==> config.mk <==
export PLATFORM = sky130hd
export DESIGN_NAME = newton_square_root_signed
export DESIGN_NICKNAME = d
export VERILOG_FILES = /design/src/hdl/nsr_pkg.sv /design/src/hdl/nsr_divider.sv /design/src/hdl/nsr_datapath.sv /design/src/hdl/nsr_control.sv /design/src/hdl/newton_square_root_signed.sv
export VERILOG_INCLUDE_DIRS = /design/src /design/src/hdl
export SDC_FILE = /design/constraint.sdc
export NUM_CORES = 1
export LEC_CHECK = 0
export BUFFER_PORTS_ARGS = -buffer_cell sky130_fd_sc_hd__buf_2
export CAP_MARGIN = 20
export CORE_MARGIN = 2
export CORE_UTILIZATION = 60
export CTS_BUF_LIST = sky130_fd_sc_hd__clkbuf_8
export CTS_CLUSTER_SIZE = 16
export DETAILED_ROUTE_END_ITERATION = 10
export PLACE_DENSITY = 0.8
export SLEW_MARGIN = 25
export SYNTH_ARGS = -nofsm -noshare
export SYNTH_HDL_FRONTEND = slang
export SYNTH_SLANG_ARGS = --single-unit
==> constraint.sdc <==
create_clock -name clock -period 7.5 [get_ports clock]
set_clock_uncertainty 0.1 [all_clocks]
set_input_delay 2.25 -clock clock [delete_from_list [all_inputs] [get_ports clock]]
set_output_delay 2.25 -clock clock [all_outputs]
set_load 0.01 [all_outputs]
==> src/hdl/newton_square_root_signed_assert.svh <==
// Assertion macros shared by the square root block.
// Depends on nothing; taken in by the datapath, which checks its own logic.
`ifndef NEWTON_SQUARE_ROOT_SIGNED_ASSERT_SVH
`define NEWTON_SQUARE_ROOT_SIGNED_ASSERT_SVH

// Implication within the same cycle.
`define NSR_ASSERT_NOW(label, clk, rst, ante, cons) \
   label: assert property (@(posedge clk) disable iff (rst) (ante) |-> (cons)) \
      else $error("nsr check failed");

// Implication in the following cycle.
`define NSR_ASSERT_NEXT(label, clk, rst, ante, cons) \
   label: assert property (@(posedge clk) disable iff (rst) (ante) |=> (cons)) \
      else $error("nsr check failed");

`endif

==> src/hdl/nsr_pkg.sv <==
// Types and constants of the square root block.
// No dependencies; imported by controller, datapath and top level.
package nsr_pkg;

   localparam int ROOT_W = 24;
   localparam int STEP_W = 8;
   localparam int TOL_W = 16;
   localparam int CSR_DATA_W = 16;
   localparam int CSR_IDX_W = 1;

   localparam logic [ROOT_W-1:0] ROOT_MAX = '1;
   localparam logic [TOL_W-1:0] TOL_RESET = 16'd1;
   localparam logic [STEP_W-1:0] CAP_RESET = 8'd40;

   localparam logic [CSR_IDX_W-1:0] CSR_TOLERANCE = 1'b0;
   localparam logic [CSR_IDX_W-1:0] CSR_ITER_CAP = 1'b1;

   typedef enum logic [1:0] {
      ST_IDLE,
      ST_CHECK,
      ST_DIVIDE,
      ST_FINISH
   } nsr_state_type;

   typedef struct packed {
      logic load;
      logic start_div;
      logic update;
      logic set_cap;
      logic finish;
   } nsr_cmd_type;

   typedef struct packed {
      logic is_zero;
      logic far;
      logic at_cap;
      logic div_done;
      logic out_free;
   } nsr_status_type;

endpackage

==> src/hdl/nsr_divider.sv <==
// Restoring unsigned divider, one quotient bit per cycle.
// Stand-alone; used by the datapath for the Newton quotient.
module nsr_divider #(
   parameter int DIVIDEND_W = 47,
   parameter int DIVISOR_W = 32
) (
   input  logic                  clock,
   input  logic                  reset,
   input  logic                  start,
   input  logic [DIVIDEND_W-1:0] dividend,
   input  logic [DIVISOR_W-1:0]  divisor,
   output logic [DIVIDEND_W-1:0] quotient,
   output logic                  busy,
   output logic                  done
);
   localparam int CNT_W = $clog2(DIVIDEND_W + 1);

   logic [DIVIDEND_W-1:0] quo_ff, quo_in;
   logic [DIVISOR_W-1:0]  rem_ff, rem_in;
   logic [DIVISOR_W-1:0]  dvs_ff, dvs_in;
   logic [CNT_W-1:0]      cnt_ff, cnt_in;
   logic                  busy_ff, busy_in;
   logic                  done_ff, done_in;
   logic [DIVISOR_W:0]    shifted;
   logic [DIVISOR_W:0]    trial;
   logic                  fits;

   always_comb begin
      shifted = {rem_ff, quo_ff[DIVIDEND_W-1]};
      trial = shifted - {1'b0, dvs_ff};
      fits = (shifted >= {1'b0, dvs_ff});
   end

   always_comb begin
      quo_in = quo_ff;
      rem_in = rem_ff;
      dvs_in = dvs_ff;
      cnt_in = cnt_ff;
      busy_in = busy_ff;
      done_in = 1'b0;
      if (start) begin
         quo_in = dividend;
         rem_in = '0;
         dvs_in = divisor;
         cnt_in = CNT_W'(DIVIDEND_W);
         busy_in = 1'b1;
      end else if (busy_ff) begin
         quo_in = {quo_ff[DIVIDEND_W-2:0], fits};
         rem_in = fits ? trial[DIVISOR_W-1:0] : shifted[DIVISOR_W-1:0];
         cnt_in = cnt_ff - 1'b1;
         if (cnt_ff == CNT_W'(1)) begin
            busy_in = 1'b0;
            done_in = 1'b1;
         end
      end
   end

   always_ff @(posedge clock) begin
      quo_ff <= quo_in;
      rem_ff <= rem_in;
      dvs_ff <= dvs_in;
      if (reset) begin
         cnt_ff <= '0;
         busy_ff <= 1'b0;
         done_ff <= 1'b0;
      end else begin
         cnt_ff <= cnt_in;
         busy_ff <= busy_in;
         done_ff <= done_in;
      end
   end

   assign quotient = quo_ff;
   assign busy = busy_ff;
   assign done = done_ff;

endmodule

==> src/hdl/nsr_datapath.sv <==
// Datapath: operand magnitude, the two guesses, step count, divider,
// configuration registers and the result register. Depends on nsr_pkg, nsr_divider.
module nsr_datapath
   import nsr_pkg::*;
#(
   parameter int DATA_WIDTH = 32,
   parameter int FRAC_BITS = 16
) (
   input  logic                        clock,
   input  logic                        reset,
   input  nsr_cmd_type                 cmd,
   output nsr_status_type              status,
   input  logic signed [DATA_WIDTH-1:0] req_operand,
   input  logic                        csr_write_en,
   input  logic [CSR_IDX_W-1:0]        csr_index,
   input  logic [CSR_DATA_W-1:0]       csr_write_data,
   output logic                        rsp_valid,
   input  logic                        rsp_ready,
   output logic [ROOT_W-1:0]           rsp_root,
   output logic                        rsp_imaginary,
   output logic [STEP_W-1:0]           rsp_steps_taken,
   output logic                        rsp_hit_cap
);
   `include "newton_square_root_signed_assert.svh"

   localparam int MW = DATA_WIDTH - 1;
   localparam int QW = MW + FRAC_BITS;
   localparam int EW = (DATA_WIDTH > ROOT_W) ? DATA_WIDTH : ROOT_W + 1;

   logic [TOL_W-1:0]      tol_ff, tol_in;
   logic [STEP_W-1:0]     cap_ff, cap_in;
   logic [MW-1:0]         mag_ff, mag_in;
   logic [DATA_WIDTH-1:0] est_ff, est_in;
   logic [DATA_WIDTH-1:0] prior_ff, prior_in;
   logic [STEP_W-1:0]     step_ff, step_in;
   logic                  neg_ff, neg_in;
   logic                  capped_ff, capped_in;
   logic                  rsp_valid_ff, rsp_valid_in;
   logic [ROOT_W-1:0]     root_ff, root_in;
   logic                  imag_ff, imag_in;
   logic [STEP_W-1:0]     steps_ff, steps_in;
   logic                  hit_ff, hit_in;

   logic [DATA_WIDTH-1:0] negated;
   logic [MW-1:0]         load_mag;
   logic [QW-1:0]         mag_q;
   logic [QW-1:0]         one_q;
   logic [DATA_WIDTH-1:0] start_guess;
   logic [DATA_WIDTH-1:0] diff;
   logic [QW-1:0]         quotient;
   logic [QW:0]           new_sum;
   logic [EW-1:0]         est_ext;
   logic                  div_busy;
   logic                  div_done;

   // Magnitude of the incoming operand, most negative value saturated.
   always_comb begin
      negated = ~req_operand + 1'b1;
      if (!req_operand[DATA_WIDTH-1]) begin
         load_mag = req_operand[MW-1:0];
      end else if (negated[DATA_WIDTH-1]) begin
         load_mag = '1;
      end else begin
         load_mag = negated[MW-1:0];
      end
      mag_q = QW'(load_mag);
      one_q = QW'(1) << FRAC_BITS;
      start_guess = DATA_WIDTH'(((mag_q > one_q) ? mag_q : one_q) >> 1);
   end

   always_comb begin
      diff = (est_ff > prior_ff) ? est_ff - prior_ff : prior_ff - est_ff;
      // floor((old + q) / 2) without a carry out of the word
      new_sum = (QW + 1)'(prior_ff >> 1) + (QW + 1)'(quotient >> 1)
              + (QW + 1)'(prior_ff[0] & quotient[0]);
      est_ext = EW'(est_ff);
   end

   nsr_divider #(
      .DIVIDEND_W (QW),
      .DIVISOR_W  (DATA_WIDTH)
   ) u_divider (
      .clock    (clock),
      .reset    (reset),
      .start    (cmd.start_div),
      .dividend (QW'(mag_ff) << FRAC_BITS),
      .divisor  (est_ff),
      .quotient (quotient),
      .busy     (div_busy),
      .done     (div_done)
   );

   always_comb begin
      tol_in = tol_ff;
      cap_in = cap_ff;
      if (csr_write_en) begin
         unique case (csr_index)
            CSR_TOLERANCE: tol_in = csr_write_data;
            CSR_ITER_CAP:  cap_in = csr_write_data[STEP_W-1:0];
            default:       tol_in = tol_ff;
         endcase
      end
   end

   always_comb begin
      mag_in = mag_ff;
      est_in = est_ff;
      prior_in = prior_ff;
      step_in = step_ff;
      neg_in = neg_ff;
      capped_in = capped_ff;
      if (cmd.load) begin
         mag_in = load_mag;
         neg_in = req_operand[DATA_WIDTH-1];
         prior_in = DATA_WIDTH'(load_mag);
         est_in = (load_mag == '0) ? '0 : start_guess;
         step_in = '0;
         capped_in = 1'b0;
      end
      if (cmd.start_div) begin
         prior_in = est_ff;
      end
      if (cmd.update) begin
         est_in = DATA_WIDTH'(new_sum);
         step_in = step_ff + 1'b1;
      end
      if (cmd.set_cap) begin
         capped_in = 1'b1;
      end
   end

   // Result register: take a finished item, drop it once taken.
   always_comb begin
      rsp_valid_in = rsp_valid_ff;
      root_in = root_ff;
      imag_in = imag_ff;
      steps_in = steps_ff;
      hit_in = hit_ff;
      if (rsp_valid_ff && rsp_ready) begin
         rsp_valid_in = 1'b0;
      end
      if (cmd.finish) begin
         rsp_valid_in = 1'b1;
         root_in = (est_ext > EW'(ROOT_MAX)) ? ROOT_MAX : est_ext[ROOT_W-1:0];
         imag_in = neg_ff;
         steps_in = step_ff;
         hit_in = capped_ff;
      end
   end

   always_ff @(posedge clock) begin
      mag_ff <= mag_in;
      est_ff <= est_in;
      prior_ff <= prior_in;
      step_ff <= step_in;
      neg_ff <= neg_in;
      capped_ff <= capped_in;
      root_ff <= root_in;
      imag_ff <= imag_in;
      steps_ff <= steps_in;
      hit_ff <= hit_in;
      if (reset) begin
         tol_ff <= TOL_RESET;
         cap_ff <= CAP_RESET;
         rsp_valid_ff <= 1'b0;
      end else begin
         tol_ff <= tol_in;
         cap_ff <= cap_in;
         rsp_valid_ff <= rsp_valid_in;
      end
   end

   always_comb begin
      status.is_zero = (mag_ff == '0);
      status.far = (diff > DATA_WIDTH'(tol_ff));
      status.at_cap = (step_ff >= cap_ff);
      status.div_done = div_done;
      status.out_free = !rsp_valid_ff || rsp_ready;
   end

   assign rsp_valid = rsp_valid_ff;
   assign rsp_root = root_ff;
   assign rsp_imaginary = imag_ff;
   assign rsp_steps_taken = steps_ff;
   assign rsp_hit_cap = hit_ff;

   `NSR_ASSERT_NOW(a_update_after_div, clock, reset, cmd.update, div_done)
   `NSR_ASSERT_NOW(a_div_start_idle, clock, reset, cmd.start_div, !div_busy)
   `NSR_ASSERT_NEXT(a_finish_shows, clock, reset, cmd.finish, rsp_valid_ff)
   `NSR_ASSERT_NOW(a_cap_count, clock, reset, rsp_valid_ff && hit_ff, steps_ff == cap_ff)

endmodule

==> src/hdl/nsr_control.sv <==
// Controller state machine: sequences load, convergence checks, divisions
// and result hand-off. Depends on nsr_pkg.
module nsr_control
   import nsr_pkg::*;
(
   input  logic           clock,
   input  logic           reset,
   input  logic           req_valid,
   output logic           req_ready,
   input  nsr_status_type status,
   output nsr_cmd_type    cmd
);
   nsr_state_type state_ff, state_in;

   always_comb begin
      state_in = state_ff;
      unique case (state_ff)
         ST_IDLE: begin
            if (req_valid) begin
               state_in = ST_CHECK;
            end
         end
         ST_CHECK: begin
            priority if (status.is_zero || !status.far) begin
               state_in = ST_FINISH;
            end else if (status.at_cap) begin
               state_in = ST_FINISH;
            end else begin
               state_in = ST_DIVIDE;
            end
         end
         ST_DIVIDE: begin
            if (status.div_done) begin
               state_in = ST_CHECK;
            end
         end
         ST_FINISH: begin
            if (status.out_free) begin
               state_in = ST_IDLE;
            end
         end
         default: state_in = ST_IDLE;
      endcase
   end

   always_comb begin
      cmd = '0;
      req_ready = 1'b0;
      unique case (state_ff)
         ST_IDLE: begin
            req_ready = 1'b1;
            cmd.load = req_valid;
         end
         ST_CHECK: begin
            // stop when zero or converged, flag the cap, else run another division
            priority if (status.is_zero || !status.far) begin
               cmd = '0;
            end else if (status.at_cap) begin
               cmd.set_cap = 1'b1;
            end else begin
               cmd.start_div = 1'b1;
            end
         end
         ST_DIVIDE: begin
            cmd.update = status.div_done;
         end
         ST_FINISH: begin
            cmd.finish = status.out_free;
         end
         default: cmd = '0;
      endcase
   end

   always_ff @(posedge clock) begin
      if (reset) begin
         state_ff <= ST_IDLE;
      end else begin
         state_ff <= state_in;
      end
   end

endmodule

==> src/hdl/newton_square_root_signed.sv <==
// Signed Newton-Raphson square root, top level.
// Channels: req_operand (signed Q16.16) in on req_valid/req_ready; the result
// (rsp_root Q8.16, rsp_imaginary, rsp_steps_taken, rsp_hit_cap) out on
// rsp_valid/rsp_ready. csr_write_en writes tolerance (index 0) or
// iteration_cap (index 1) from csr_write_data; write only while idle.
// A negative operand gives the root of its magnitude with rsp_imaginary set.
// From the accepting edge the controller runs a check state, then per Newton step
// one restoring division of DATA_WIDTH - 1 + FRAC_BITS quotient bits and an
// update, each followed by another check; finish loads the result register once
// it is free. A zero operand or an already converged guess goes from the first
// check straight to finish; the next item is taken once the controller is back in idle.
// One item is worked at a time; req_ready is high when no item is in work,
// also while a finished result waits in the output register.
// A stalled receiver holds the result register; a following item may run but
// its result waits until the register is taken.
// Reset (synchronous) restores tolerance 1 and iteration_cap 40 and empties
// the block.
module newton_square_root_signed
   import nsr_pkg::*;
#(
   parameter int DATA_WIDTH = 32,
   parameter int FRAC_BITS = 16
) (
   input  logic                         clock,
   input  logic                         reset,
   input  logic                         req_valid,
   output logic                         req_ready,
   input  logic signed [DATA_WIDTH-1:0] req_operand,
   output logic                         rsp_valid,
   input  logic                         rsp_ready,
   output logic [ROOT_W-1:0]            rsp_root,
   output logic                         rsp_imaginary,
   output logic [STEP_W-1:0]            rsp_steps_taken,
   output logic                         rsp_hit_cap,
   input  logic                         csr_write_en,
   input  logic [CSR_IDX_W-1:0]         csr_index,
   input  logic [CSR_DATA_W-1:0]        csr_write_data
);
   nsr_cmd_type    cmd;
   nsr_status_type status;

   nsr_control u_control (
      .clock     (clock),
      .reset     (reset),
      .req_valid (req_valid),
      .req_ready (req_ready),
      .status    (status),
      .cmd       (cmd)
   );

   nsr_datapath #(
      .DATA_WIDTH (DATA_WIDTH),
      .FRAC_BITS  (FRAC_BITS)
   ) u_datapath (
      .clock           (clock),
      .reset           (reset),
      .cmd             (cmd),
      .status          (status),
      .req_operand     (req_operand),
      .csr_write_en    (csr_write_en),
      .csr_index       (csr_index),
      .csr_write_data  (csr_write_data),
      .rsp_valid       (rsp_valid),
      .rsp_ready       (rsp_ready),
      .rsp_root        (rsp_root),
      .rsp_imaginary   (rsp_imaginary),
      .rsp_steps_taken (rsp_steps_taken),
      .rsp_hit_cap     (rsp_hit_cap)
   );

endmodule

# Word-level counts from Yosys, hierarchy flattened
# Index checks and enable logic that the tools add are counted.
[totals]
mem_bits_rw = 0
input_bits = 54
ff_bits = 285
mem_count = 0
out_inout_bits = 36
word_cells = 102
rom_bits = 0
latchBits = 0
[classes]
div = 0
n_reduce_logical = 17
n_lt_le_gt_ge = 6
muxes = 38
mul = 0
n_bitwise = 4
n_shift = 0
addsub = 8
n_eq_ne = 7
[ops]
columns = ["operator", "n"]
rows = [
  ["32-bit two-way mux", 7],
  ["32-bit subtractor", 3],
  ["47-bit two-way mux", 2],
  ["31-bit two-way mux", 3],
  ["31-bit zero test", 2],
  ["33-bit by 32-bit >= comparator with 1-bit output", 1],
  ["31-bit by 32-bit adder with 32-bit output", 1],
  ["32-bit by 1-bit adder with 32-bit output, second input constant", 1],
  ["32-bit adder", 1],
  ["32-bit by 16-bit > comparator with 1-bit output", 1],
  ["32-bit by 24-bit > comparator with 1-bit output, second input constant", 1],
  ["32-bit > comparator", 1],
  ["32-bit NOT", 1],
  ["31-bit by 17-bit > comparator with 1-bit output, second input constant", 1],
  ["1-bit two-way mux", 17],
  ["8-bit two-way mux", 2],
  ["6-bit two-way mux", 2],
  ["8-bit by 1-bit adder with 8-bit output, second input constant", 1],
  ["8-bit >= comparator", 1],
  ["2-bit two-way mux", 4],
  ["2-bit one-hot mux with 4 select lines", 1],
  ["2-bit nonzero test", 4],
  ["6-bit by 1-bit == test with 1-bit output, second input constant", 1],
  ["6-bit by 1-bit subtractor with 6-bit output, second input constant", 1],
  ["14 further kinds", 20],
]

# Depth between registers and ports, before layout
[logic_depth]
depth_word = 9
ltp_mapped = 30
depth_no_buf = 26

# By module
# Synthesis repeated with hierarchy kept, for this count alone.
[unflattened]
hier_cells = 2135
area_unflattened_um2 = 19545.0
[by_module_without_submodules]
columns = ["module", "area_each_um2", "cells_per_inst", "seq_area_each_um2", "n_inst"]
rows = [
  ["nsr_datapath", 12901.1, 1507, 4664.5, 1],
  ["nsr_divider", 6476.2, 608, 3173.0, 1],
  ["nsr_control", 167.7, 20, 40.0, 1],
]

# Worst setup path after synthesis
# Ideal clock, no wire load.
[synth_path]
kind = "register -> register"
startpoint = "reg u_datapath.est_ff[30], in the netlist u_datapath.est_ext[30]"
endpoint = "reg u_datapath.prior_ff[0] (enable)"
path_stages_with_launch = 29
setup_ns = 0.479
arrival_time_ns = 5.746
synth_period_minus_slack_ns = 6.325
slack_ns = 1.175
path_cell_list = "edfxtp_1 -> inv_1 -> ha_1 -> clkbuf_1 -> nand2_1 -> or4_1 -> a211o_1 -> a21o_1 -> o21ai_2 -> buf_4 -> clkbuf_1 -> nand3_1 -> o31ai_1 -> o221ai_1 -> xnor2_1 -> ha_1 -> a21o_1 -> a21o_1 -> a21oi_1 -> o221a_2 -> o21ai_0 -> mux2i_1 -> nand4_1 -> nor4_1 -> nand3_1 -> nand4b_1 -> buf_4 -> buf_2 -> nand2_1"
[synth_between]
elab_chain_cells = 8
word_cells_on_any_way = 10
classes_between = "add/sub (2); order compare (2); mux (3); reduce/logical (3)"
[synth_rtl]
columns = ["element", "line_no", "rtl"]
rows = [
  ["start, declared", "nsr_datapath.sv:33", "logic [DATA_WIDTH-1:0] est_ff, est_in;"],
  ["start signal, assigned", "nsr_datapath.sv:153", "est_ff <= est_in;"],
  ["32-bit subtractor / 32-bit > comparator (equally long branches)", "nsr_datapath.sv:72", "diff = (est_ff > prior_ff) ? est_ff - prior_ff : prior_ff - est_ff;"],
  ["32-bit two-way mux *", "nsr_datapath.sv:72", ""],
  ["32-bit by 16-bit > comparator with 1-bit output *", "nsr_datapath.sv:175", "status.far = (diff > DATA_WIDTH'(tol_ff));"],
  ["1-bit zero test *", "nsr_control.sv:56", "priority if (status.is_zero || !status.far) begin"],
  ["1-bit logical OR *", "nsr_control.sv:56", ""],
  ["1-bit two-way mux *", "nsr_control.sv:56", ""],
  ["1-bit two-way mux *", "nsr_control.sv:49", "unique case (state_ff)"],
  ["2-bit nonzero test (no line) *", "--", ""],
  ["end signal, assigned", "nsr_datapath.sv:154", "prior_ff <= prior_in;"],
  ["end, declared", "nsr_datapath.sv:34", "logic [DATA_WIDTH-1:0] prior_ff, prior_in;"],
]
# Every way passes the cells marked *; elsewhere a longest branch is shown, timed or not.
# A chain may end at the register's enable or synchronous reset.

==> impl_metrics.py <==
metrics = {
    "drt": {
        "drtPass1Iterations": 6,
        "antenna_left": 0,
        "vias_per_cell": 6.10,
        "drtIter0Drc": 1507,
        "drcViolationCount": 0,
        "route.vias.total": 16351,
        "wl_per_cell_um": 20.1,
        "routed_wl_um": 53800,
    },
    "clock_tree": {
        "cts.sinks": 285,
        "clk_path_buf_depth": 3,
        "cts_setup_buffers": 0,
        "postCtsHoldBufs": 0,
        "cts_tree": "built",
        "cts_inserted_buffers": 50,
        "cts_max_level": 2,
        "clk_pin_slew_worst_paths_ns": 0.06,
        "cts_resized": 0,
        "insertion_delay_ns": 0.65,
        "clockRootBuffer": "clkbuf_8",
    },
    "logic_synthesis": {
        "yosysWarnings": 0,
        "post-synth-top-area-cell": "edfxtp_1",
        "netlist_area_um2": 19600,
        "synth_fp_nets": 2339,
        "ys_top_cells_by_count": "nand2_1 (251), edfxtp_1 (201), inv_1 (192)",
        "synth_edf_count": 201,
        "synth.most_common_cell": "nand2_1",
        "synth_top_cells_by_area": "edfxtp_1 (31%), ha_1 (9.8%), dfxtp_1 (8.6%)",
        "yosysTopAreaCellShare": 0.308,
        "yosysUniqueCellTypes": 79,
        "synth-async-reset-ratio": 0,
        "synth_seq_cells": 285,
        "netlist_instances": 2127,
        "synth_area_per_cell_um2": 9.20,
        "synth_flop_cell": "edfxtp_1",
        "synth_seq_area_share": 0.394,
    },
    "worst_setup_path": {
        "crit_type": "register to register",
        "r2r_slack_ns": 0.67,
        "reg2reg_from": "u_datapath.est_ext[28]",
        "r2r-end": "u_datapath.u_divider.dvs_ff[29]",
        "cp_max_fo": 32,
        "startpoint_type": "register",
        "end_kind": "register",
        "rr_worst_depth": 25,
        "critPathArrivalTime_ns": 7.07,
        "required_ns": 7.74,
    },
    "grt": {
        "gr-total-overflow": 0,
        "grt_first_pass_wirelength_um": 83500,
        "grt_pass1_vias": 15490,
        "grt.total_usage": 0.317,
        "grt_start_max_net_pins": 71,
        "antenna_found_initial": 0,
    },
    "pwr": {
        "p_per_area_nw_per_um2": 295,
        "pwr-share-seq": 0.345,
        "vdd_drop_max_v": 0.000172,
        "clockPowerShare": 0.234,
        "comb_power_share": 0.421,
        "switching_share": 0.391,
        "internal_power_uw": 3860,
        "p_leak_uw": 0.00935,
        "p_switching_uw": 2480,
    },
    "flow_run": {
        "max-cap-violations": 0,
    },
    "timing": {
        "fin_hold_ws_ns": 0.325,
        "finalHoldViolCount": 0,
        "fin_setup_tns_ns": 0,
        "slew-limit-headroom": 0.378,
        "setup_viol": 0,
        "setup_ws_ns": 0.670,
        "slew_violations": 0,
        "rsz0062_at_grt": "false",
        "fmax_mhz": 146,
        "fin_crit_ns": 6.83,
        "worst_pin_slew_ns": 0.930,
        "fin_crit_sh": 0.911,
    },
    "placed_design": {
        "finalWeightedCongestion": 0.984,
        "hpwl_um": 41300,
        "port_buffers": 89,
        "place_worst_setup_slack_ns": 0.641,
        "placed_cells": 2587,
    },
    "worst_hold_path": {
        "hp-class": "register to register",
        "min_to": "u_datapath.rsp_imaginary",
        "hold_start": "u_datapath.neg_ff",
        "hold_depth": 0,
    },
    "floorplanning": {
        "rows": 66,
        "die_w_um": 185,
        "die_area_um2": 34100,
        "core_um2": 32400,
        "ios": 90,
        "initial_utilization": 0.605,
        "die_y_um": 185,
    },
    "finish": {
        "diodes": 0,
        "final-seq-area_um2": 7720,
        "drive_above_1_share": 0.120,
        "final_core_util": 0.664,
        "final_cells": 2679,
        "n_fill_cell": 2625,
        "multi_input_area_um2": 10800,
        "layout.nets": 2409,
        "syn2layout_area_growth_pct": 9.80,
    },
    "run_status": {
        "status": "finished, final reports clean",
    },
}
## kinds of logic (layout without fill, tap and decap cells)
kind of cell	Yosys count	in the layout	share of synthesized area
simple gates	642	642	0.161
compound gates	556	556	0.188
buf+inv	291	401	0.0582
flops	285	285	0.394
fa+ha+maj	158	158	0.103
xor+xnor	106	106	0.0474
mux	89	89	0.0484
## stage by stage
stage                     total power, uW  cell area [um2]
final                                6340            21500
after global routing                 6740            21500
after CTS                            6330            21500
after detailed placement             4830            20500
after global placement               4770            20400
after floorplan                      4150            19600
## cell type report
type | count | area share
clock buffer | 56 | 0.0359
tap | 442 | 0.0257
inverter | 192 | 0.0335
multi-input combinational | 1551 | 0.501
sequential | 285 | 0.359
clock inverter | 36 | 0.0119
timing repair buffer | 117 | 0.0326
## flip-flops by register name (all words and copies together) (netlist names), 6 cells and up
register	flops
u_datapath.u_divider.rem_ff	32
u_datapath.cap_ff	8
u_datapath.mag_ff	31
u_datapath.u_divider.cnt_ff	6
u_datapath.step_ff	8
u_datapath.rsp_root	24
u_datapath.est_ext	32
u_datapath.prior_ff	32
u_datapath.u_divider.quotient	47
u_datapath.tol_ff	16
u_datapath.u_divider.dvs_ff	32
u_datapath.rsp_steps_taken	8
## routing by layer
| layer | vias to the layer above | track usage | wire [um] |
|---|---|---|---|
| met5 | - | 0 | 0 |
| met1 | 7738 | 0.434 | 23500 |
| met4 | 0 | 0.127 | 2040 |
| met2 | 676 | 0.499 | 23900 |
| met3 | 115 | 0.0555 | 4360 |
| li1 | 7822 | - | - |
## worst max path at each step
stage | from | to | slack (ns) | cells past startpoint
5_1_grt | u_datapath.est_ext[28] | u_datapath.u_divider.dvs_ff[31] | 0.12 | 25
2_1_floorplan | u_datapath.est_ext[30] | u_datapath.prior_ff[0] | 1.17 | 28
6_report | u_datapath.est_ext[28] | u_datapath.u_divider.dvs_ff[29] | 0.67 | 25
3_5_place_dp | u_datapath.est_ext[28] | u_datapath.u_divider.dvs_ff[31] | 0.64 | 24
3_3_place_gp | u_datapath.est_ext[28] | u_datapath.u_divider.dvs_ff[31] | 0.81 | 24
4_1_cts | u_datapath.est_ext[28] | u_datapath.u_divider.dvs_ff[31] | 0.54 | 24
## layout by cell type, fill, tap and decap left out, drive strengths merged, types with 8 or more instances in the layout
cell type / instances
nand2b: 30
mux2i: 44
nor2: 89
mux2: 45
and2: 31
o211ai: 28
o21a: 32
nand4: 19
o211a: 25
clkbuf: 56
nor2b: 26
nand3b: 8
a211oi: 15
a21oi: 160
edfxtp: 201
clkinv: 17
nor3: 35
ha: 153
dfxtp: 84
nand3: 61
nor4: 18
or2: 10
xor2: 54
a21o: 58
or3: 16
nand2: 251
o21bai: 15
and3: 17
o21ai: 103
a31oi: 22
o221ai: 10
inv: 206
xnor2: 52
buf: 117
## critical path, stage by stage (launching register included)
cell,delay [ns]
edfxtp_1,0.44
inv_1,0.07
ha_1,0.46
nand2_1,0.15
or4_1,0.63
a211o_1,0.30
a21o_1,0.19
o21ai_4,0.17
a21oi_1,0.17
a311oi_1,0.47
o221ai_1,0.23
xor2_1,0.19
ha_1,0.29
nand4_1,0.12
or3_1,0.35
nor2_1,0.15
o21ai_0,0.09
mux2i_1,0.16
nand4_1,0.11
nor4_1,0.25
nand3_1,0.29
nand4b_1,0.26
buf_4,0.22
buf_4,0.29
inv_1,0.07
buf_4,0.27
## power groups by stage
stage	combinational, uW	clock, uW	sequential (uW)
global placement	2570	0	2200
finish	2670	1480	2190
floorplan	2030	0	2120
CTS	2640	1510	2180
detailed placement	2620	0	2210
global route	2960	1570	2210
Note: power is estimated with default switching activity, not from simulation.
